**src/rtl/core/fsp_pkg.sv**
```systemverilog
package fsp_pkg;

    localparam int SAMPLE_W  = 12;
    localparam int PULSE_W   = 12;
    localparam int ANGLE_W   = 8;
    localparam int DIFF_W    = 13;
    localparam int CFG_IDX_W = 3;
    localparam int CFG_DAT_W = 12;
    localparam int SPAN_W    = 12;

    localparam int WINDOW_DEF      = 10;
    localparam int SAMPLE_BITS_DEF = 12;

    localparam logic [CFG_IDX_W-1:0] REG_PULSE_MIN = 3'd0;
    localparam logic [CFG_IDX_W-1:0] REG_PULSE_MAX = 3'd1;
    localparam logic [CFG_IDX_W-1:0] REG_ANGLE_MIN = 3'd2;
    localparam logic [CFG_IDX_W-1:0] REG_ANGLE_MAX = 3'd3;
    localparam logic [CFG_IDX_W-1:0] REG_DEADBAND  = 3'd4;

    localparam logic [PULSE_W-1:0] PULSE_MIN_RST = 12'd500;
    localparam logic [PULSE_W-1:0] PULSE_MAX_RST = 12'd2400;
    localparam logic [ANGLE_W-1:0] ANGLE_MIN_RST = 8'd0;
    localparam logic [ANGLE_W-1:0] ANGLE_MAX_RST = 8'd180;
    localparam logic [PULSE_W-1:0] DEADBAND_RST  = 12'd10;

endpackage

```
**src/rtl/core/filtered_servo_pulse_deadband_unit.sv**
```systemverilog
// One beat at a time: s_ready is high only in idle, so a new beat is taken after
// the previous result is in the output registers. A bit-serial divider for the
// average (SAMPLE_BITS steps), a shift-add multiplier (12 steps) and a divider by
// full scale (12 steps) run one after the other.
// Reset (aresetn, synchronous, active low) restores the register defaults and
// empties the averaging window; the sample memory itself is not cleared.
module filtered_servo_pulse_deadband_unit #(
    parameter int WINDOW      = fsp_pkg::WINDOW_DEF,
    parameter int SAMPLE_BITS = fsp_pkg::SAMPLE_BITS_DEF
) (
    input  logic                              aclk,
    input  logic                              aresetn,
    input  logic                              cfg_wr_en,
    input  logic [fsp_pkg::CFG_IDX_W-1:0]     cfg_index,
    input  logic [fsp_pkg::CFG_DAT_W-1:0]     cfg_wdata,
    input  logic                              s_valid,
    output logic                              s_ready,
    input  logic [fsp_pkg::SAMPLE_W-1:0]      s_sample,
    output logic                              m_valid,
    input  logic                              m_ready,
    output logic [fsp_pkg::SAMPLE_W-1:0]      m_filtered,
    output logic [fsp_pkg::PULSE_W-1:0]       m_pulse_us,
    output logic [fsp_pkg::ANGLE_W-1:0]       m_angle_deg,
    output logic                              m_moved,
    output logic signed [fsp_pkg::DIFF_W-1:0] m_pulse_diff
);
    import fsp_pkg::*;

    localparam int SB        = SAMPLE_BITS;
    localparam int CNT_W     = $clog2(WINDOW + 1);
    localparam int SUM_W     = SB + CNT_W;
    localparam int SLOT_W    = (WINDOW > 1) ? $clog2(WINDOW) : 1;
    localparam int CMP_W     = (SB > SAMPLE_W) ? SB : SAMPLE_W;
    localparam int LANE_W    = SB + SPAN_W + 1;
    localparam int MAX_STEPS = (SB > SPAN_W) ? SB : SPAN_W;
    localparam int STEP_W    = $clog2(MAX_STEPS);

    localparam logic [SB-1:0]     FULL      = {SB{1'b1}};
    localparam logic [CNT_W-1:0]  WIN_CNT   = CNT_W'(WINDOW);
    localparam logic [SLOT_W-1:0] LAST_SLOT = SLOT_W'(WINDOW - 1);
    localparam logic [STEP_W-1:0] DIV_LAST  = STEP_W'(SB - 1);
    localparam logic [STEP_W-1:0] MUL_LAST  = STEP_W'(SPAN_W - 1);

    localparam logic [2:0] S_IDLE = 3'd0;
    localparam logic [2:0] S_ACC  = 3'd1;
    localparam logic [2:0] S_DIV  = 3'd2;
    localparam logic [2:0] S_MUL  = 3'd3;
    localparam logic [2:0] S_MDIV = 3'd4;
    localparam logic [2:0] S_DEAD = 3'd5;

    logic [2:0]          state_reg, state_next;
    logic [STEP_W-1:0]   step_reg, step_next;

    logic [PULSE_W-1:0]  pmin_reg, pmax_reg, dead_reg;
    logic [ANGLE_W-1:0]  amin_reg, amax_reg;

    logic [SB-1:0]       ring [WINDOW];
    logic [SB-1:0]       old_reg;
    logic [SB-1:0]       samp_reg;
    logic [SUM_W-1:0]    sum_reg, sum_next;
    logic [CNT_W-1:0]    fill_reg, fill_next;
    logic [SLOT_W-1:0]   slot_reg, slot_next;
    logic [PULSE_W-1:0]  last_reg;

    logic [SUM_W-1:0]    dv_reg, dv_next;
    logic [LANE_W-1:0]   lp_reg, lp_next;
    logic [LANE_W-1:0]   la_reg, la_next;

    logic                m_valid_reg;
    logic [SAMPLE_W-1:0] filt_reg;
    logic [PULSE_W-1:0]  pulse_out_reg;
    logic [ANGLE_W-1:0]  angle_out_reg;
    logic                moved_reg;
    logic [DIFF_W-1:0]   diff_reg;

    logic [CMP_W-1:0]    s_ext;
    logic [SB-1:0]       s_clamp;
    logic                accept;
    logic                out_free;

    logic [CNT_W:0]      dv_trial;
    logic                dv_take;
    logic [SB-1:0]       avg;
    logic [SPAN_W-1:0]   span_p, span_a;
    logic [SB:0]         lp_add, la_add;
    logic [SB:0]         lp_trial, la_trial;
    logic                lp_take, la_take;

    logic [PULSE_W-1:0]  pulse_val;
    logic [ANGLE_W-1:0]  angle_val;
    logic [DIFF_W-1:0]   raw_diff, abs_diff;
    logic                move_now;

    assign s_ext    = CMP_W'(s_sample);
    assign s_clamp  = (s_ext > CMP_W'(FULL)) ? FULL : SB'(s_ext);
    assign s_ready  = (state_reg == S_IDLE);
    assign accept   = s_valid && s_ready;
    assign out_free = !m_valid_reg || m_ready;

    assign avg    = dv_reg[SB-1:0];
    assign span_p = (pmax_reg >= pmin_reg) ? (pmax_reg - pmin_reg) : '0;
    assign span_a = (amax_reg >= amin_reg) ? SPAN_W'(amax_reg - amin_reg) : '0;

    assign dv_trial = {dv_reg[SUM_W-1 -: CNT_W], dv_reg[SB-1]};
    assign dv_take  = (dv_trial >= {1'b0, fill_reg});

    assign lp_add   = lp_reg[0] ? (lp_reg[LANE_W-1:SPAN_W] + {1'b0, avg})
                                : lp_reg[LANE_W-1:SPAN_W];
    assign la_add   = la_reg[0] ? (la_reg[LANE_W-1:SPAN_W] + {1'b0, avg})
                                : la_reg[LANE_W-1:SPAN_W];
    assign lp_trial = {lp_reg[LANE_W-2 -: SB], lp_reg[SPAN_W-1]};
    assign la_trial = {la_reg[LANE_W-2 -: SB], la_reg[SPAN_W-1]};
    assign lp_take  = (lp_trial >= {1'b0, FULL});
    assign la_take  = (la_trial >= {1'b0, FULL});

    assign pulse_val = pmin_reg + lp_reg[SPAN_W-1:0];
    assign angle_val = amin_reg + la_reg[ANGLE_W-1:0];
    assign raw_diff  = {1'b0, pulse_val} - {1'b0, last_reg};
    assign abs_diff  = raw_diff[DIFF_W-1] ? (~raw_diff + 1'b1) : raw_diff;
    assign move_now  = (abs_diff > {1'b0, dead_reg});

    always_comb begin
        state_next = state_reg;
        step_next  = step_reg;
        sum_next   = sum_reg;
        fill_next  = fill_reg;
        slot_next  = slot_reg;
        dv_next    = dv_reg;
        lp_next    = lp_reg;
        la_next    = la_reg;
        unique case (state_reg)
            S_IDLE: begin
                if (accept) begin
                    state_next = S_ACC;
                end
            end
            S_ACC: begin
                if (fill_reg >= WIN_CNT) begin
                    sum_next = sum_reg - SUM_W'(old_reg) + SUM_W'(samp_reg);
                end else begin
                    sum_next  = sum_reg + SUM_W'(samp_reg);
                    fill_next = fill_reg + 1'b1;
                end
                slot_next  = (slot_reg == LAST_SLOT) ? '0 : slot_reg + 1'b1;
                dv_next    = sum_next;
                step_next  = DIV_LAST;
                state_next = S_DIV;
            end
            S_DIV: begin
                dv_next[SUM_W-1 -: CNT_W] = dv_take ? CNT_W'(dv_trial - {1'b0, fill_reg})
                                                    : dv_trial[CNT_W-1:0];
                dv_next[SB-1:0] = {dv_reg[SB-2:0], dv_take};
                step_next = step_reg - 1'b1;
                if (step_reg == '0) begin
                    lp_next    = {{(SB+1){1'b0}}, span_p};
                    la_next    = {{(SB+1){1'b0}}, span_a};
                    step_next  = MUL_LAST;
                    state_next = S_MUL;
                end
            end
            S_MUL: begin
                lp_next   = {1'b0, lp_add, lp_reg[SPAN_W-1:1]};
                la_next   = {1'b0, la_add, la_reg[SPAN_W-1:1]};
                step_next = step_reg - 1'b1;
                if (step_reg == '0) begin
                    step_next  = MUL_LAST;
                    state_next = S_MDIV;
                end
            end
            S_MDIV: begin
                lp_next = {1'b0, lp_take ? SB'(lp_trial - {1'b0, FULL}) : lp_trial[SB-1:0],
                           lp_reg[SPAN_W-2:0], lp_take};
                la_next = {1'b0, la_take ? SB'(la_trial - {1'b0, FULL}) : la_trial[SB-1:0],
                           la_reg[SPAN_W-2:0], la_take};
                step_next = step_reg - 1'b1;
                if (step_reg == '0) begin
                    state_next = S_DEAD;
                end
            end
            S_DEAD: begin
                if (out_free) begin
                    state_next = S_IDLE;
                end
            end
            default: begin
                state_next = S_IDLE;
            end
        endcase
    end

    always_ff @(posedge aclk) begin
        if (accept) begin
            old_reg  <= ring[slot_reg];
            samp_reg <= s_clamp;
        end
        if (state_reg == S_ACC) begin
            ring[slot_reg] <= samp_reg;
        end
    end

    always_ff @(posedge aclk) begin
        if (!aresetn) begin
            state_reg   <= S_IDLE;
            step_reg    <= '0;
            sum_reg     <= '0;
            fill_reg    <= '0;
            slot_reg    <= '0;
            last_reg    <= '0;
            m_valid_reg <= 1'b0;
            pmin_reg    <= PULSE_MIN_RST;
            pmax_reg    <= PULSE_MAX_RST;
            amin_reg    <= ANGLE_MIN_RST;
            amax_reg    <= ANGLE_MAX_RST;
            dead_reg    <= DEADBAND_RST;
        end else begin
            state_reg <= state_next;
            step_reg  <= step_next;
            sum_reg   <= sum_next;
            fill_reg  <= fill_next;
            slot_reg  <= slot_next;
            if (state_reg == S_DEAD && out_free) begin
                m_valid_reg <= 1'b1;
                if (move_now) begin
                    last_reg <= pulse_val;
                end
            end else if (m_ready) begin
                m_valid_reg <= 1'b0;
            end
            if (cfg_wr_en) begin
                unique case (cfg_index)
                    REG_PULSE_MIN: pmin_reg <= cfg_wdata[PULSE_W-1:0];
                    REG_PULSE_MAX: pmax_reg <= cfg_wdata[PULSE_W-1:0];
                    REG_ANGLE_MIN: amin_reg <= cfg_wdata[ANGLE_W-1:0];
                    REG_ANGLE_MAX: amax_reg <= cfg_wdata[ANGLE_W-1:0];
                    REG_DEADBAND:  dead_reg <= cfg_wdata[PULSE_W-1:0];
                    default: begin
                    end
                endcase
            end
        end
    end

    always_ff @(posedge aclk) begin
        dv_reg <= dv_next;
        lp_reg <= lp_next;
        la_reg <= la_next;
        if (state_reg == S_DEAD && out_free) begin
            filt_reg      <= SAMPLE_W'(avg);
            pulse_out_reg <= pulse_val;
            angle_out_reg <= angle_val;
            moved_reg     <= move_now;
            diff_reg      <= move_now ? '0 : raw_diff;
        end
    end

    assign m_valid      = m_valid_reg;
    assign m_filtered   = filt_reg;
    assign m_pulse_us   = pulse_out_reg;
    assign m_angle_deg  = angle_out_reg;
    assign m_moved      = moved_reg;
    assign m_pulse_diff = diff_reg;

endmodule
```
**config.mk**
```make
export PLATFORM = sky130hd
export DESIGN_NAME = filtered_servo_pulse_deadband_unit
export DESIGN_NICKNAME = d
export VERILOG_FILES = /design/src/rtl/core/fsp_pkg.sv /design/src/rtl/core/filtered_servo_pulse_deadband_unit.sv
export SDC_FILE = /design/constraint.sdc
export NUM_CORES = 1
export LEC_CHECK = 0
export ABC_CLOCK_PERIOD_IN_PS = 6020
export BUFFER_PORTS_ARGS = -buffer_cell sky130_fd_sc_hd__buf_2
export CAP_MARGIN = 20
export CORE_ASPECT_RATIO = 0.9
export CORE_MARGIN = 2
export CORE_UTILIZATION = 63
export CTS_CLUSTER_DIAMETER = 100
export DETAILED_ROUTE_END_ITERATION = 6
export GPL_ROUTABILITY_DRIVEN = 0
export PLACE_DENSITY = 0.82
export SYNTH_ARGS = -nofsm -noshare
export SYNTH_HDL_FRONTEND = slang
export SYNTH_SLANG_ARGS = --single-unit
```
**constraint.sdc**
```tcl
create_clock -name aclk -period 6.02 [get_ports aclk]
set_input_delay 0.301 -clock aclk [delete_from_list [all_inputs] [get_ports aclk]]
set_output_delay 0.301 -clock aclk [all_outputs]
set_load 0.03 [all_outputs]
```
==> impl_results.html, run 1 <==
<table>
<tr><th>Metric</th><th>Value</th></tr>
<tr><th colspan="2">Clocking</th></tr>
<tr><td>CTS tree</td><td>built</td></tr>
<tr><td>H-tree depth reported by CTS</td><td>2</td></tr>
<tr><td>Num CTS Buffers</td><td>36</td></tr>
<tr><td>Cell at the root of the clock tree</td><td>clkbuf_16</td></tr>
<tr><td>Post-CTS clock slew at the launch and capture registers of the worst setup and hold paths</td><td>0.06 ns</td></tr>
<tr><td>CTS sink cnt</td><td>350</td></tr>
<tr><td>Longest Clk Path Bufs</td><td>3</td></tr>
<tr><td>Clock latency on the worst-skew pair</td><td>0.55 ns</td></tr>
<tr><th colspan="2">Pwr</th></tr>
<tr><td>Maximum vdd drop</td><td>0.000618 V</td></tr>
<tr><td>Power per cell area</td><td>523 nW/um^2</td></tr>
<tr><td>Leak</td><td>8.22 nW</td></tr>
<tr><td>Power consumption</td><td>11.3 mW</td></tr>
<tr><th colspan="2">Yosys</th></tr>
<tr><td>Number of distinct library cells after synthesis</td><td>70</td></tr>
<tr><td>Number of synthesized flops with an enable pin</td><td>254</td></tr>
<tr><td>Largest family of logic cells by synthesized area</td><td>compound AO/OA/AOI/OAI gates</td></tr>
<tr><td>Netlist area before placement</td><td>19400 sq um</td></tr>
<tr><td>Number of register bits inferred by synthesis</td><td>350</td></tr>
<tr><td>Primary flip-flop cell chosen by synthesis mapping</td><td>edfxtp_1</td></tr>
<tr><td>Async set or reset register ratio after synthesis</td><td>0</td></tr>
<tr><td>Simple-Gate Fraction of Synth Area</td><td>0.123</td></tr>
<tr><td>Post-synthesis share of cell area spent on full adders, half adders and majority gates</td><td>0.103</td></tr>
<tr><td>Xor/xnor share of the synthesized area</td><td>0.0537</td></tr>
<tr><td>Average footprint of a synthesized cell</td><td>10.7 sq um</td></tr>
<tr><td>Largest area contributor in the netlist</td><td>edfxtp_1</td></tr>
<tr><td>Sequential-to-total area share from yosys stat</td><td>0.492</td></tr>
<tr><td>Area fraction in compound gates after synthesis</td><td>0.133</td></tr>
<tr><td>Cell types occupying the most area after synthesis</td><td>edfxtp_1 (39%), dfxtp_1 (9.9%), ha_1 (8.2%)</td></tr>
<tr><td>Warnings, synthesis</td><td>0</td></tr>
<tr><td>Share of the synthesized area in the top cell type</td><td>0.393</td></tr>
<tr><td>Post-synthesis mux area share</td><td>0.0548</td></tr>
<tr><td>Synth Instances</td><td>1822</td></tr>
<tr><td>Synth Net Count</td><td>2002</td></tr>
<tr><th colspan="2">Timing</th></tr>
<tr><td>Setup Viol. Count Final</td><td>0</td></tr>
<tr><td>Setup repair after global routing missed its margin</td><td>false</td></tr>
<tr><td>Final Hold Vio Count</td><td>0</td></tr>
<tr><td>Fin Clk Skew</td><td>0.0222 ns</td></tr>
<tr><td>Final number of max-transition violations</td><td>0</td></tr>
<tr><td>Setup TNS</td><td>0 ns</td></tr>
<tr><td>Worst slew margin relative to its limit</td><td>0.285</td></tr>
<tr><td>Post-route setup slack</td><td>0.350 ns</td></tr>
<tr><td>Time the worst path needs with I/O delays and setup</td><td>5.67 ns</td></tr>
<tr><td>Peak Freq</td><td>0.176 GHz</td></tr>
<tr><td>Final worst path period share</td><td>0.942</td></tr>
<tr><td>Worst-Margin Slew</td><td>1.07 ns</td></tr>
<tr><th colspan="2">Placement</th></tr>
<tr><td>HPWL after detailed placement</td><td>30.6 mm</td></tr>
<tr><td>Setup slack at placement</td><td>-0.218 ns</td></tr>
<tr><td>Number of buffers added on ports</td><td>79</td></tr>
<tr><th colspan="2">Drt</th></tr>
<tr><td>Per-cell via count in the routed design</td><td>6.16</td></tr>
<tr><td>Via count</td><td>14400</td></tr>
<tr><td>Antenna-violating nets left</td><td>0</td></tr>
<tr><td>DR pass1 iterations</td><td>7</td></tr>
<tr><td>WL/cell</td><td>19.4 um</td></tr>
<tr><td>Number of DRC markers in iteration 0</td><td>1353</td></tr>
<tr><td>Routed Wire Length</td><td>45.1 mm</td></tr>
<tr><td>Remaining DRCs</td><td>1</td></tr>
<tr><th colspan="2">Die</th></tr>
<tr><td>Starting utilization of the core area</td><td>0.645</td></tr>
<tr><td>Total I/O pin count</td><td>80</td></tr>
<tr><td>Placeable core region</td><td>30100 sq um</td></tr>
<tr><td>Floorplan row count</td><td>60</td></tr>
<tr><td>Floorplan die height</td><td>171 um</td></tr>
<tr><td>Die span in x</td><td>189 um</td></tr>
<tr><td>Die area</td><td>32200 sq um</td></tr>
<tr><th colspan="2">Critical path</th></tr>
<tr><td>Top delay family on crit path</td><td>compound AO/OA/AOI/OAI gates</td></tr>
<tr><td>CP Data Arrival Time</td><td>6.16 ns</td></tr>
<tr><td>Slowest cell delay on critical path</td><td>0.41 ns</td></tr>
<tr><td>CP max-delay cell</td><td>fa_1</td></tr>
<tr><td>Kind of capture point of the worst setup path</td><td>flop</td></tr>
<tr><td>Critical path required time</td><td>6.51 ns</td></tr>
<tr><td>Type of the worst setup path</td><td>flop to flop</td></tr>
<tr><td>Startpoint types</td><td>flop</td></tr>
<tr><td>Max FO, Critical Path</td><td>13</td></tr>
<tr><td>Sum of buffers and inverters on the critical path</td><td>1</td></tr>
<tr><th colspan="2">Run</th></tr>
<tr><td>Maximum Capacitance Violations</td><td>0</td></tr>
<tr><th colspan="2">GRT</th></tr>
<tr><td>Wire length of the first global-routing pass</td><td>71.0 mm</td></tr>
<tr><td>Number of global-route vias before repair</td><td>14100</td></tr>
<tr><td>Tot GR Track Use</td><td>0.278</td></tr>
<tr><td>Maximum number of pins on one net before global-route repair</td><td>49</td></tr>
<tr><td>Global-route congestion overflow total</td><td>0</td></tr>
<tr><td>Initial antenna violation count</td><td>0</td></tr>
<tr><th colspan="2">Min path</th></tr>
<tr><td>Hold crit path type</td><td>primary input to flop</td></tr>
<tr><th colspan="2">Cells and area</th></tr>
<tr><td>Final #Nets</td><td>2081</td></tr>
<tr><td>Fill cells</td><td>2060</td></tr>
<tr><td>Count of inserted antenna diode cells</td><td>0</td></tr>
<tr><td>Largest register FFs</td><td>120</td></tr>
<tr><td>Fraction of layout cells with a size suffix above 1</td><td>0.109</td></tr>
<tr><td>Layout-stage area growth over the synthesis result</td><td>11.0%</td></tr>
<tr><th colspan="2">Run status</th></tr>
<tr><td>Violated checks</td><td>design-rule violations</td></tr>
<tr><td>Outcome</td><td>finished with violations</td></tr>
</table>
==> path summary, 6_finish.rpt <==
path / from / endpoint / slack, ns / cells past startpoint
setup / recovery: lp_reg[0]$_DFFE_PP_ / last_reg[10]$_SDFFE_PN0P_ / 0.35 / 26
hold / removal: cfg_wdata[11] / pmax_reg[11]$_SDFFE_PN1P_ / 0.02 / 3
setup reg to reg: lp_reg[0]$_DFFE_PP_ / last_reg[10]$_SDFFE_PN0P_ / 0.35 / 26
hold reg to reg: dead_reg[4]$_SDFFE_PN0P_ / dead_reg[4]$_SDFFE_PN0P_ / 0.45 / 2
==> worst reg2reg max path: stages (launching register included) <==
cell and delay, ns:
edfxtp_1 0.40, ha_1 0.23, fa_1 0.41, a21o_1 0.19
a21oi_2 0.20, nor2b_1 0.08, o21a_1 0.20, nor2_1 0.12
xnor2_1 0.12, ha_1 0.25, or3_1 0.40, o221a_4 0.25
o21a_1 0.19, o21ai_0 0.15, a21oi_1 0.10, buf_4 0.20
a31oi_1 0.19, xnor2_1 0.11, ha_1 0.19, a21o_1 0.15
a21o_1 0.18, a211oi_1 0.26, a21oi_1 0.14, o31ai_2 0.28
o31ai_4 0.20, a211oi_1 0.30, a41o_1 0.13
==> metal layers <==
metal / global-route usage / up-vias / part of all wire
li1: - / 6729 / -
met1: 0.365 / 6953 / 0.42
met2: 0.469 / 561 / 0.48
met3: 0.0384 / 112 / 0.064
met4: 0.114 / 0 / 0.033
met5: 0 / - / 0
==> through the flow <==
stage          std cells   util  hold slack, ns  area (sq um)
2_1_floorplan       1822      -           0.425         19400
3_3_place_gp        2245  0.671           0.443         20200
3_5_place_dp        2246  0.671           0.449         20200
4_1_cts             2324  0.713         0.00945         21500
5_1_grt             2332  0.716          0.0225         21600
6_report            2332  0.716          0.0184         21600
==> logic make-up after synthesis <==
group           count (synthesis)
mux                            76
simple gates                  514
buf+inv                       206
flops                         350
xor+xnor                      119
fa+ha+maj                     148
compound gates                409
==> repair_timing <==
item / 4_1_cts / 5_1_grt
setup endpoints to repair: 11 / 12
setup buffers: 0 / 2
pin swaps: 0 / 1
cloned: 0 / 1
resized for setup: 2 / 4
hold endpoints to repair: 12 / 0
hold buffers: 12 / 0
==> cells in the mapped netlist, drive strengths merged (21+ instances only) <==
cell type  count
a211oi        29
a21o          33
a21oi        146
clkbuf        71
dfxtp         96
edfxtp       254
fa            21
ha           127
inv          126
mux2i         49
mux4          24
nand2        184
nand3         30
nor2         130
nor2b         35
nor3          38
o21ai         71
o22ai         22
xnor2         81
xor2          38
==> area by class of cell <==
cell class / count / area, sq um / area share
clock inverters: 14 / 109 / 0.00505
well taps: 403 / 504 / 0.0234
clock buffers: 52 / 1010 / 0.0469
multi-input cells: 1267 / 9150 / 0.425
flip-flops and latches: 350 / 9550 / 0.443
inverters: 127 / 477 / 0.0221
repair buffers: 119 / 751 / 0.0348
==> layout by cell type, fill, tap and decap left out, types with 6 or more instances in the layout <==
cell type	n
ha_1	127
o21ai_0	71
nand2_1	182
nand4_1	12
a21o_1	33
a22oi_1	20
xor2_1	38
or3_1	8
nand3_1	30
fa_1	21
buf_2	80
a31oi_1	7
o31ai_1	6
dfxtp_1	95
nor2_1	128
and4_1	6
o21a_1	20
nand2b_1	19
a21oi_1	145
o22ai_1	22
buf_4	23
edfxtp_1	254
and3_1	17
o21bai_1	8
o211ai_1	10
clkbuf_1	11
dlygate4sd3_1	12
and2_1	8
xnor2_1	81
clkbuf_16	36
nor2b_1	35
nor3_1	37
a211oi_1	29
mux2i_1	49
clkinv_2	7
inv_1	125
mux4_2	24
nor4_1	6
==> where the power goes <==
group | total, mW | switching, mW | internal [mW] | leakage, nW
registers | 3.69 | 0.476 | 3.21 | 3.10
clock network | 2.14 | 0.958 | 1.18 | 0.547
logic | 5.44 | 3.09 | 2.34 | 4.57
(Power assumes the default switching activity.)
==> inputs of run 2 (changes only) <==
--- a/config.mk
+++ b/config.mk
@@ -8,7 +8,7 @@
 export ABC_CLOCK_PERIOD_IN_PS = 6020
 export BUFFER_PORTS_ARGS = -buffer_cell sky130_fd_sc_hd__buf_2
 export CAP_MARGIN = 20
-export CORE_ASPECT_RATIO = 0.9
+export CORE_ASPECT_RATIO = 0.8
 export CORE_MARGIN = 2
 export CORE_UTILIZATION = 63
 export CTS_CLUSTER_DIAMETER = 100
==> run 2 against run 1 <==
Effect of this change: the flow now finishes without violations; via count shrank 0.20%; cell count grew 0.56%; sequential share of layout area shrank 0.18 points; register-to-register slack lost 0.02 ns; wire length shrank 0.77%.
==> impl_results.html, run 2 (synthesis gave the netlist of run 1 again) <==
<table>
<tr><th>Metric</th><th>Value</th></tr>
<tr><th colspan="2">Pwr</th></tr>
<tr><td>Clock network fraction of total power</td><td>0.192 (was 0.190)</td></tr>
<tr><td>Switching Share</td><td>0.395 (was 0.402)</td></tr>
<tr><td>Leak</td><td>8.26 nW (was 8.22 nW)</td></tr>
<tr><td>Power consumption</td><td>11.4 mW (was 11.3 mW)</td></tr>
<tr><td>Power per cell area</td><td>526 nW/um^2 (was 523 nW/um^2)</td></tr>
<tr><td>Switch Pwr</td><td>4.50 mW (was 4.53 mW)</td></tr>
<tr><td>Logic pwr share</td><td>0.484 (was 0.483)</td></tr>
<tr><td>Design internal power</td><td>6.89 mW (was 6.74 mW)</td></tr>
<tr><td>Relative contribution of sequential cells to total power</td><td>0.324 (was 0.327)</td></tr>
<tr><td>Maximum vdd drop</td><td>0.000439 V (was 0.000618 V)</td></tr>
<tr><th colspan="2">Min path</th></tr>
<tr><td>Hold crit path type</td><td>primary input to flop (unchanged)</td></tr>
<tr><th colspan="2">Cells and area</th></tr>
<tr><td>Final #Nets</td><td>2084 (was 2081)</td></tr>
<tr><td>Layout-stage area growth over the synthesis result</td><td>11.5% (was 11.0%)</td></tr>
<tr><td>Fill cells</td><td>2126 (was 2060)</td></tr>
<tr><td>Post-Route Utilization</td><td>0.712 (was 0.716)</td></tr>
<tr><td>Fraction of layout cells with a size suffix above 1</td><td>0.112 (was 0.109)</td></tr>
<tr><td>Most frequent standard cell in the layout excluding fill and tap cells</td><td>edfxtp_1 (unchanged)</td></tr>
<tr><td>Count of inserted antenna diode cells</td><td>0 (unchanged)</td></tr>
<tr><td>Largest register FFs</td><td>120 (unchanged)</td></tr>
<tr><td>Leading cell types in the layout, fill and taps excluded</td><td>edfxtp_1 (254), nand2_1 (183), a21oi_1 (145), nor2_1 (128), ha_1 (126) (was edfxtp_1 (254), nand2_1 (182), a21oi_1 (145), nor2_1 (128), ha_1 (127))</td></tr>
<tr><th colspan="2">Timing</th></tr>
<tr><td>Setup repair after global routing missed its margin</td><td>false (unchanged)</td></tr>
<tr><td>Setup Viol. Count Final</td><td>0 (unchanged)</td></tr>
<tr><td>Final Hold Vio Count</td><td>0 (unchanged)</td></tr>
<tr><td>Worst-Margin Slew</td><td>1.04 ns (was 1.07 ns)</td></tr>
<tr><td>Final worst path period share</td><td>0.945 (was 0.942)</td></tr>
<tr><td>Worst Hold Slack</td><td>0.0241 ns (was 0.0184 ns)</td></tr>
<tr><td>Post-route setup slack</td><td>0.332 ns (was 0.350 ns)</td></tr>
<tr><td>Worst slew margin relative to its limit</td><td>0.306 (was 0.285)</td></tr>
<tr><td>Time the worst path needs with I/O delays and setup</td><td>5.69 ns (was 5.67 ns)</td></tr>
<tr><td>Fin Clk Skew</td><td>0.0163 ns (was 0.0222 ns)</td></tr>
<tr><td>Setup TNS</td><td>0 ns (unchanged)</td></tr>
<tr><td>Final number of max-transition violations</td><td>0 (unchanged)</td></tr>
<tr><td>Peak Freq</td><td>0.176 GHz (about the same)</td></tr>
<tr><th colspan="2">Clocking</th></tr>
<tr><td>Post-CTS clock slew at the launch and capture registers of the worst setup and hold paths</td><td>0.06 ns (about the same)</td></tr>
<tr><td>H-tree depth reported by CTS</td><td>2 (unchanged)</td></tr>
<tr><td>Num CTS Buffers</td><td>36 (unchanged)</td></tr>
<tr><td>Cell at the root of the clock tree</td><td>clkbuf_16 (unchanged)</td></tr>
<tr><td>CTS sink cnt</td><td>350 (unchanged)</td></tr>
<tr><td>CTS tree</td><td>built (unchanged)</td></tr>
<tr><td>Clock latency on the worst-skew pair</td><td>0.55 ns (about the same)</td></tr>
<tr><td>Longest Clk Path Bufs</td><td>3 (unchanged)</td></tr>
<tr><th colspan="2">Run status</th></tr>
<tr><td>Outcome</td><td>finished, final reports clean (was finished with violations)</td></tr>
<tr><th colspan="2">Critical path</th></tr>
<tr><td>CP Data Arrival Time</td><td>6.15 ns (was 6.16 ns)</td></tr>
<tr><td>Slowest cell delay on critical path</td><td>0.41 ns (about the same)</td></tr>
<tr><td>Reg2Reg Setup Slack</td><td>0.33 ns (was 0.35 ns)</td></tr>
<tr><td>Kind of capture point of the worst setup path</td><td>flop (unchanged)</td></tr>
<tr><td>CP max-delay cell</td><td>ha_2 (was fa_1)</td></tr>
<tr><td>Type of the worst setup path</td><td>flop to flop (unchanged)</td></tr>
<tr><td>Top delay family on crit path</td><td>compound AO/OA/AOI/OAI gates (unchanged)</td></tr>
<tr><td>Critical path required time</td><td>6.49 ns (was 6.51 ns)</td></tr>
<tr><td>Max FO, Critical Path</td><td>13 (unchanged)</td></tr>
<tr><td>Startpoint types</td><td>flop (unchanged)</td></tr>
<tr><td>Sum of buffers and inverters on the critical path</td><td>2 (was 1)</td></tr>
<tr><th colspan="2">Placement</th></tr>
<tr><td>Number of buffers added on ports</td><td>79 (unchanged)</td></tr>
<tr><td>HPWL after detailed placement</td><td>31.1 mm (was 30.6 mm)</td></tr>
<tr><td>Setup slack at placement</td><td>0.144 ns (was -0.218 ns)</td></tr>
<tr><th colspan="2">Die</th></tr>
<tr><td>Floorplan die height</td><td>161 um (was 171 um)</td></tr>
<tr><td>Total I/O pin count</td><td>80 (unchanged)</td></tr>
<tr><td>Starting utilization of the core area</td><td>0.639 (was 0.645)</td></tr>
<tr><td>Floorplan row count</td><td>57 (was 60)</td></tr>
<tr><td>Die area</td><td>32300 sq um (was 32200 sq um)</td></tr>
<tr><td>Placeable core region</td><td>30400 sq um (was 30100 sq um)</td></tr>
<tr><td>Die span in x</td><td>200 um (was 189 um)</td></tr>
<tr><th colspan="2">GRT</th></tr>
<tr><td>Initial antenna violation count</td><td>0 (unchanged)</td></tr>
<tr><td>Wire length of the first global-routing pass</td><td>72.6 mm (was 71.0 mm)</td></tr>
<tr><td>Met1 Usage GRT</td><td>0.397 (was 0.365)</td></tr>
<tr><td>Maximum number of pins on one net before global-route repair</td><td>57 (was 49)</td></tr>
<tr><td>Met2 Track Usage GR</td><td>0.450 (was 0.469)</td></tr>
<tr><td>Number of global-route vias before repair</td><td>13900 (was 14100)</td></tr>
<tr><td>GR peak layer</td><td>met2 (unchanged)</td></tr>
<tr><td>Global-route congestion overflow total</td><td>0 (unchanged)</td></tr>
<tr><td>Tot GR Track Use</td><td>0.280 (was 0.278)</td></tr>
<tr><td>Met3 GRT Util</td><td>0.0367 (was 0.0384)</td></tr>
<tr><th colspan="2">Drt</th></tr>
<tr><td>DR pass1 iterations</td><td>6 (was 7)</td></tr>
<tr><td>Per-cell via count in the routed design</td><td>6.11 (was 6.16)</td></tr>
<tr><td>Via count</td><td>14300 (was 14400)</td></tr>
<tr><td>Antenna-violating nets left</td><td>0 (unchanged)</td></tr>
<tr><td>Number of DRC markers in iteration 0</td><td>1414 (was 1353)</td></tr>
<tr><td>Routed Wire Length</td><td>44.8 mm (was 45.1 mm)</td></tr>
<tr><td>Remaining DRCs</td><td>0 (was 1)</td></tr>
<tr><td>WL/cell</td><td>19.1 um (was 19.4 um)</td></tr>
<tr><th colspan="2">Run</th></tr>
<tr><td>Maximum Capacitance Violations</td><td>0 (unchanged)</td></tr>
</table>
run 2: changes by cell type in the layout (fill, tap and decap cells not counted), sizes merged:
cell	before	now
clkinv	12	8
buf	107	111
clkbuf	52	54
clkinvlp	2	1
nand2	185	184
inv	127	130
run 2: path summary, 6_finish.rpt:
path | from | end | cells after the start
max | lp_reg[0]$_DFFE_PP_ | last_reg[5]$_SDFFE_PN0P_ | 28
min | cfg_wdata[8] | pmax_reg[8]$_SDFFE_PN1P_ | 3
max reg2reg | lp_reg[0]$_DFFE_PP_ | last_reg[5]$_SDFFE_PN0P_ | 28
min reg2reg | last_reg[4]$_SDFFE_PN0P_ | last_reg[4]$_SDFFE_PN0P_ | 2
run 2: power groups by stage:
stage	registers, mW	logic [mW]	clock network, mW
2_1_floorplan	3.49	4.15	0
3_3_place_gp	3.72	4.88	0
3_5_place_dp	3.73	5.14	0
4_1_cts	3.69	5.20	2.21
5_1_grt	3.74	6.12	2.31
6_report	3.69	5.51	2.19
run 2: worst min-delay path, stage by stage:
cell     delay, ns
buf_2         0.10
nand2_1       0.05
nand3_1       0.07
run 2: cell type report:
cell class | count | area [sq um] | share of cell area
well taps | 413 | 517 | 0.0239
clock buffers | 54 | 1060 | 0.0490
clock inverters | 12 | 93.8 | 0.00434
multi-input cells | 1266 | 9160 | 0.423
inverters | 127 | 477 | 0.0220
flip-flops and latches | 350 | 9550 | 0.441
repair buffers | 123 | 788 | 0.0364
run 2: metrics by stage:
step / instances / cell area (sq um)
final: 2345 / 21600
after global routing: 2345 / 21600
after CTS: 2335 / 21500
after detailed placement: 2257 / 20300
after global placement: 2255 / 20200
after floorplan: 1822 / 19400
run 2: metal layers:
metal / wire (um) / up-vias / share of wire
met2: 20900 / 575 / 0.47
met3: 3210 / 105 / 0.072
met5: 0 / - / 0
met1: 19400 / 6883 / 0.43
li1: - / 6763 / -
met4: 1340 / 0 / 0.030
run 2: what timing repair did:
item,CTS,global route
setup endpoints to repair,0,13
gates resized for setup,0,7
buffers inserted,0,5
hold endpoints to repair,12,0
hold buffers,12,0
==> inputs of run 3 (changes only) <==
--- a/config.mk
+++ b/config.mk
@@ -5,16 +5,16 @@
 export SDC_FILE = /design/constraint.sdc
 export NUM_CORES = 1
 export LEC_CHECK = 0
-export ABC_CLOCK_PERIOD_IN_PS = 6020
+export ABC_CLOCK_PERIOD_IN_PS = 4800
 export BUFFER_PORTS_ARGS = -buffer_cell sky130_fd_sc_hd__buf_2
 export CAP_MARGIN = 20
 export CORE_ASPECT_RATIO = 0.8
 export CORE_MARGIN = 2
-export CORE_UTILIZATION = 63
+export CORE_UTILIZATION = 57
 export CTS_CLUSTER_DIAMETER = 100
 export DETAILED_ROUTE_END_ITERATION = 6
 export GPL_ROUTABILITY_DRIVEN = 0
-export PLACE_DENSITY = 0.82
+export PLACE_DENSITY = 0.78
 export SYNTH_ARGS = -nofsm -noshare
 export SYNTH_HDL_FRONTEND = slang
 export SYNTH_SLANG_ARGS = --single-unit
==> constraint.sdc (replaced) <==
create_clock -name aclk -period 4.8 [get_ports aclk]
set_input_delay 0.24 -clock aclk [delete_from_list [all_inputs] [get_ports aclk]]
set_output_delay 0.24 -clock aclk [all_outputs]
set_load 0.03 [all_outputs]
==> run 3 against run 2 <==
Effect of this change: the flow now finishes with violations (negative setup slack); cell count up 4.7%; non-clock buffer count grew 83; register-to-register slack lost 0.81 ns; die area rose by 10%; utilization down 4.0 points; sequential share of layout area is 1.8 points lower; count of clock-buffer cells in the layout up 4; cell area grew 4.2%; wire length up 5.7%; clock power increased by 38%; global-route usage down 1.3 points; power is 34% higher; critical path type unchanged; critical endpoint is now last_reg[7]$_SDFFE_PN0P_.
==> impl_results.html, run 3 (synthesis gave the netlist of run 1 again) <==
<table>
<tr><th>Metric</th><th>Value</th></tr>
<tr><th colspan="2">Drt</th></tr>
<tr><td>Antenna-violating nets left</td><td>0 (unchanged)</td></tr>
<tr><td>Per-cell via count in the routed design</td><td>6.05 (was 6.11)</td></tr>
<tr><td>DR pass1 iterations</td><td>5 (was 6)</td></tr>
<tr><td>Remaining DRCs</td><td>0 (unchanged)</td></tr>
<tr><td>Via count</td><td>14800 (was 14300)</td></tr>
<tr><td>Routed Wire Length</td><td>47.4 mm (was 44.8 mm)</td></tr>
<tr><td>WL/cell</td><td>19.3 um (was 19.1 um)</td></tr>
<tr><td>Number of DRC markers in iteration 0</td><td>1333 (was 1414)</td></tr>
<tr><th colspan="2">Critical path</th></tr>
<tr><td>RR Startpoint</td><td>lp_reg[0]$_DFFE_PP_ (unchanged)</td></tr>
<tr><td>Critical path required time</td><td>5.25 ns (was 6.49 ns)</td></tr>
<tr><td>CP Data Arrival Time</td><td>5.73 ns (was 6.15 ns)</td></tr>
<tr><td>Startpoint types</td><td>flop (unchanged)</td></tr>
<tr><td>Kind of capture point of the worst setup path</td><td>flop (unchanged)</td></tr>
<tr><td>Worst r2r dst</td><td>last_reg[7]$_SDFFE_PN0P_ (was last_reg[5]$_SDFFE_PN0P_)</td></tr>
<tr><td>Reg2reg path depth</td><td>27 (was 28)</td></tr>
<tr><td>Type of the worst setup path</td><td>flop to flop (unchanged)</td></tr>
<tr><td>Max FO, Critical Path</td><td>5 (was 13)</td></tr>
<tr><td>Reg2Reg Setup Slack</td><td>-0.48 ns (was 0.33 ns)</td></tr>
<tr><th colspan="2">Die</th></tr>
<tr><td>Floorplan die height</td><td>169 um (was 161 um)</td></tr>
<tr><td>Die span in x</td><td>210 um (was 200 um)</td></tr>
<tr><td>Floorplan row count</td><td>60 (was 57)</td></tr>
<tr><td>Placeable core region</td><td>33600 sq um (was 30400 sq um)</td></tr>
<tr><td>Starting utilization of the core area</td><td>0.579 (was 0.639)</td></tr>
<tr><td>Die area</td><td>35600 sq um (was 32300 sq um)</td></tr>
<tr><td>Total I/O pin count</td><td>80 (unchanged)</td></tr>
<tr><th colspan="2">GRT</th></tr>
<tr><td>Maximum number of pins on one net before global-route repair</td><td>65 (was 57)</td></tr>
<tr><td>Tot GR Track Use</td><td>0.267 (was 0.280)</td></tr>
<tr><td>Global-route congestion overflow total</td><td>0 (unchanged)</td></tr>
<tr><td>Wire length of the first global-routing pass</td><td>75.2 mm (was 72.6 mm)</td></tr>
<tr><td>Initial antenna violation count</td><td>1 (was 0)</td></tr>
<tr><td>Number of global-route vias before repair</td><td>14600 (was 13900)</td></tr>
<tr><th colspan="2">Placement</th></tr>
<tr><td>Placed Cells</td><td>2354 (was 2257)</td></tr>
<tr><td>Number of buffers added on ports</td><td>79 (unchanged)</td></tr>
<tr><td>Total cell area at the placement stage</td><td>20900 sq um (was 20300 sq um)</td></tr>
<tr><td>HPWL after detailed placement</td><td>33.0 mm (was 31.1 mm)</td></tr>
<tr><th colspan="2">Timing</th></tr>
<tr><td>Final worst path period share</td><td>1.10 (was 0.945)</td></tr>
<tr><td>Time the worst path needs with I/O delays and setup</td><td>5.28 ns (was 5.69 ns)</td></tr>
<tr><td>Peak Freq</td><td>0.189 GHz (was 0.176 GHz)</td></tr>
<tr><td>Setup Viol. Count Final</td><td>26 (was 0)</td></tr>
<tr><td>Final Hold Vio Count</td><td>0 (unchanged)</td></tr>
<tr><td>Setup repair after global routing missed its margin</td><td>true (was false)</td></tr>
<tr><td>Fin Clk Skew</td><td>0.0231 ns (was 0.0163 ns)</td></tr>
<tr><td>Worst slew margin relative to its limit</td><td>0.403 (was 0.306)</td></tr>
<tr><td>Final number of max-transition violations</td><td>0 (unchanged)</td></tr>
<tr><td>Post-route setup slack</td><td>-0.479 ns (was 0.332 ns)</td></tr>
<tr><td>Setup TNS</td><td>-10.63 ns (was 0 ns)</td></tr>
<tr><td>Worst-Margin Slew</td><td>0.888 ns (was 1.04 ns)</td></tr>
<tr><th colspan="2">Clocking</th></tr>
<tr><td>CTS tree</td><td>built (unchanged)</td></tr>
<tr><td>H-tree depth reported by CTS</td><td>2 (unchanged)</td></tr>
<tr><td>Num CTS Buffers</td><td>38 (was 36)</td></tr>
<tr><td>Post-CTS clock slew at the launch and capture registers of the worst setup and hold paths</td><td>0.06 ns (about the same)</td></tr>
<tr><td>Cell at the root of the clock tree</td><td>clkbuf_16 (unchanged)</td></tr>
<tr><td>Clock latency on the worst-skew pair</td><td>0.54 ns (was 0.55 ns)</td></tr>
<tr><td>CTS sink cnt</td><td>350 (unchanged)</td></tr>
<tr><td>Longest Clk Path Bufs</td><td>3 (unchanged)</td></tr>
<tr><th colspan="2">Cells and area</th></tr>
<tr><td>Most frequent standard cell in the layout excluding fill and tap cells</td><td>edfxtp_1 (unchanged)</td></tr>
<tr><td>Fraction of layout cells with a size suffix above 1</td><td>0.153 (was 0.112)</td></tr>
<tr><td>Largest register FFs</td><td>120 (unchanged)</td></tr>
<tr><td>Final Cell Area</td><td>22600 sq um (was 21600 sq um)</td></tr>
<tr><td>Post-layout instance count excluding filler cells</td><td>2455 (was 2345)</td></tr>
<tr><td>Leading cell types in the layout, fill and taps excluded</td><td>edfxtp_1 (254), nand2_1 (182), a21oi_1 (142), nor2_1 (126) (was edfxtp_1 (254), nand2_1 (183), a21oi_1 (145), nor2_1 (128), ha_1 (126))</td></tr>
<tr><td>Final #Nets</td><td>2170 (was 2084)</td></tr>
<tr><td>Layout-stage area growth over the synthesis result</td><td>16.2% (was 11.5%)</td></tr>
<tr><th colspan="2">Pwr</th></tr>
<tr><td>Power consumption</td><td>15.3 mW (was 11.4 mW)</td></tr>
<tr><td>Power per cell area</td><td>676 nW/um^2 (was 526 nW/um^2)</td></tr>
<tr><td>Leak</td><td>8.75 nW (was 8.26 nW)</td></tr>
<tr><td>Maximum vdd drop</td><td>0.000415 V (was 0.000439 V)</td></tr>
<tr><th colspan="2">Run status</th></tr>
<tr><td>Outcome</td><td>finished with violations (was finished, final reports clean)</td></tr>
<tr><td>Violated checks</td><td>negative setup slack</td></tr>
<tr><th colspan="2">Min path</th></tr>
<tr><td>Hold crit path type</td><td>primary input to flop (unchanged)</td></tr>
<tr><td>Worst hold stages</td><td>3 (unchanged)</td></tr>
<tr><td>Destination of the worst hold path</td><td>pmax_reg[1]$_SDFFE_PN0P_ (was pmax_reg[8]$_SDFFE_PN1P_)</td></tr>
<tr><td>Worst hold start</td><td>cfg_wdata[1] (was cfg_wdata[8])</td></tr>
<tr><th colspan="2">Run</th></tr>
<tr><td>Maximum Capacitance Violations</td><td>0 (unchanged)</td></tr>
</table>
## run 3: changes by cell type in the layout (fill, tap and decap cells not counted), sizes merged
cell / delta
buf: +75
dlygate4sd3: +7
clkbuf: +5
bufinv: +3
inv: -3
a21oi: +1
clkinv: +1
clkinvlp: -1
diode: +1
## run 3: power by group
group | internal (mW) | total, mW | switching [mW]
combinational | 3.42 | 7.62 | 4.20
sequential | 4.03 | 4.61 | 0.581
clock | 1.82 | 3.02 | 1.20
total | 9.27 | 15.3 | 5.98
## run 3: how the worst max path moves through the flow
stage / startpoint / to / slack, ns
floorplan: lp_reg[0]$_DFFE_PP_ / last_reg[0]$_SDFFE_PN0P_ / -0.28
global placement: lp_reg[0]$_DFFE_PP_ / last_reg[10]$_SDFFE_PN0P_ / -0.37
detailed placement: lp_reg[0]$_DFFE_PP_ / last_reg[1]$_SDFFE_PN0P_ / -0.60
CTS: lp_reg[0]$_DFFE_PP_ / last_reg[1]$_SDFFE_PN0P_ / -0.41
global route: lp_reg[0]$_DFFE_PP_ / last_reg[3]$_SDFFE_PN0P_ / -0.67
finish: lp_reg[0]$_DFFE_PP_ / last_reg[7]$_SDFFE_PN0P_ / -0.48
## run 3: layer usage
metal  vias up  track usage  share of wire
li1       6924            -              -
met3       115       0.0438          0.080
met4         2       0.0962          0.034
met5         -       0.0110         0.0010
met1      7161        0.382           0.45
met2       645        0.414           0.44
## run 3: per-stage QoR
stage	hold WS, ns	setup slack, ns	util
final	0.0315	-0.479	0.672
after global routing	0.0282	-0.668	0.672
after CTS	0.00203	-0.409	0.669
after detailed placement	0.418	-0.604	0.623
after global placement	0.416	-0.369	0.621
after floorplan	0.364	-0.280	-
## run 3: area by class of cell
class / count / area, sq um
fillers: 2436 / 11000
repair buffers: 206 / 1450
clock inverters: 12 / 134
inverters: 127 / 477
flip-flops and latches: 350 / 9550
well taps: 434 / 543
clock buffers: 58 / 1150
diodes: 1 / 2.50
multi-input cells: 1267 / 9250
## run 3: critical path, stage by stage (launching register included)
cell and delay (ns):
edfxtp_1 0.40, ha_2 0.22, fa_2 0.36, a21o_1 0.20, a21oi_2 0.13, nor2b_1 0.06, o21a_1 0.21, nor2_1 0.13
xnor2_1 0.17, ha_2 0.32, o21a_1 0.14, o221a_4 0.29, o21a_1 0.22, o21ai_4 0.19, a21oi_4 0.12, nor2_1 0.12
a21oi_1 0.06, ha_1 0.29, nor2b_1 0.14, o21a_1 0.17, o21ai_2 0.13, a211o_1 0.16, a21oi_2 0.08, o31ai_2 0.24
o31ai_2 0.16, nand2_2 0.15, clkbuf_16 0.17, mux2i_1 0.17
## run 3: repair_timing
item	CTS	global route
hold buffers	19	0
resized for setup	9	6
gates cloned	1	1
buffers inserted	4	3
endpoints found under the setup margin	26	26
pin swaps	7	1
endpoints found under the hold margin	28	0
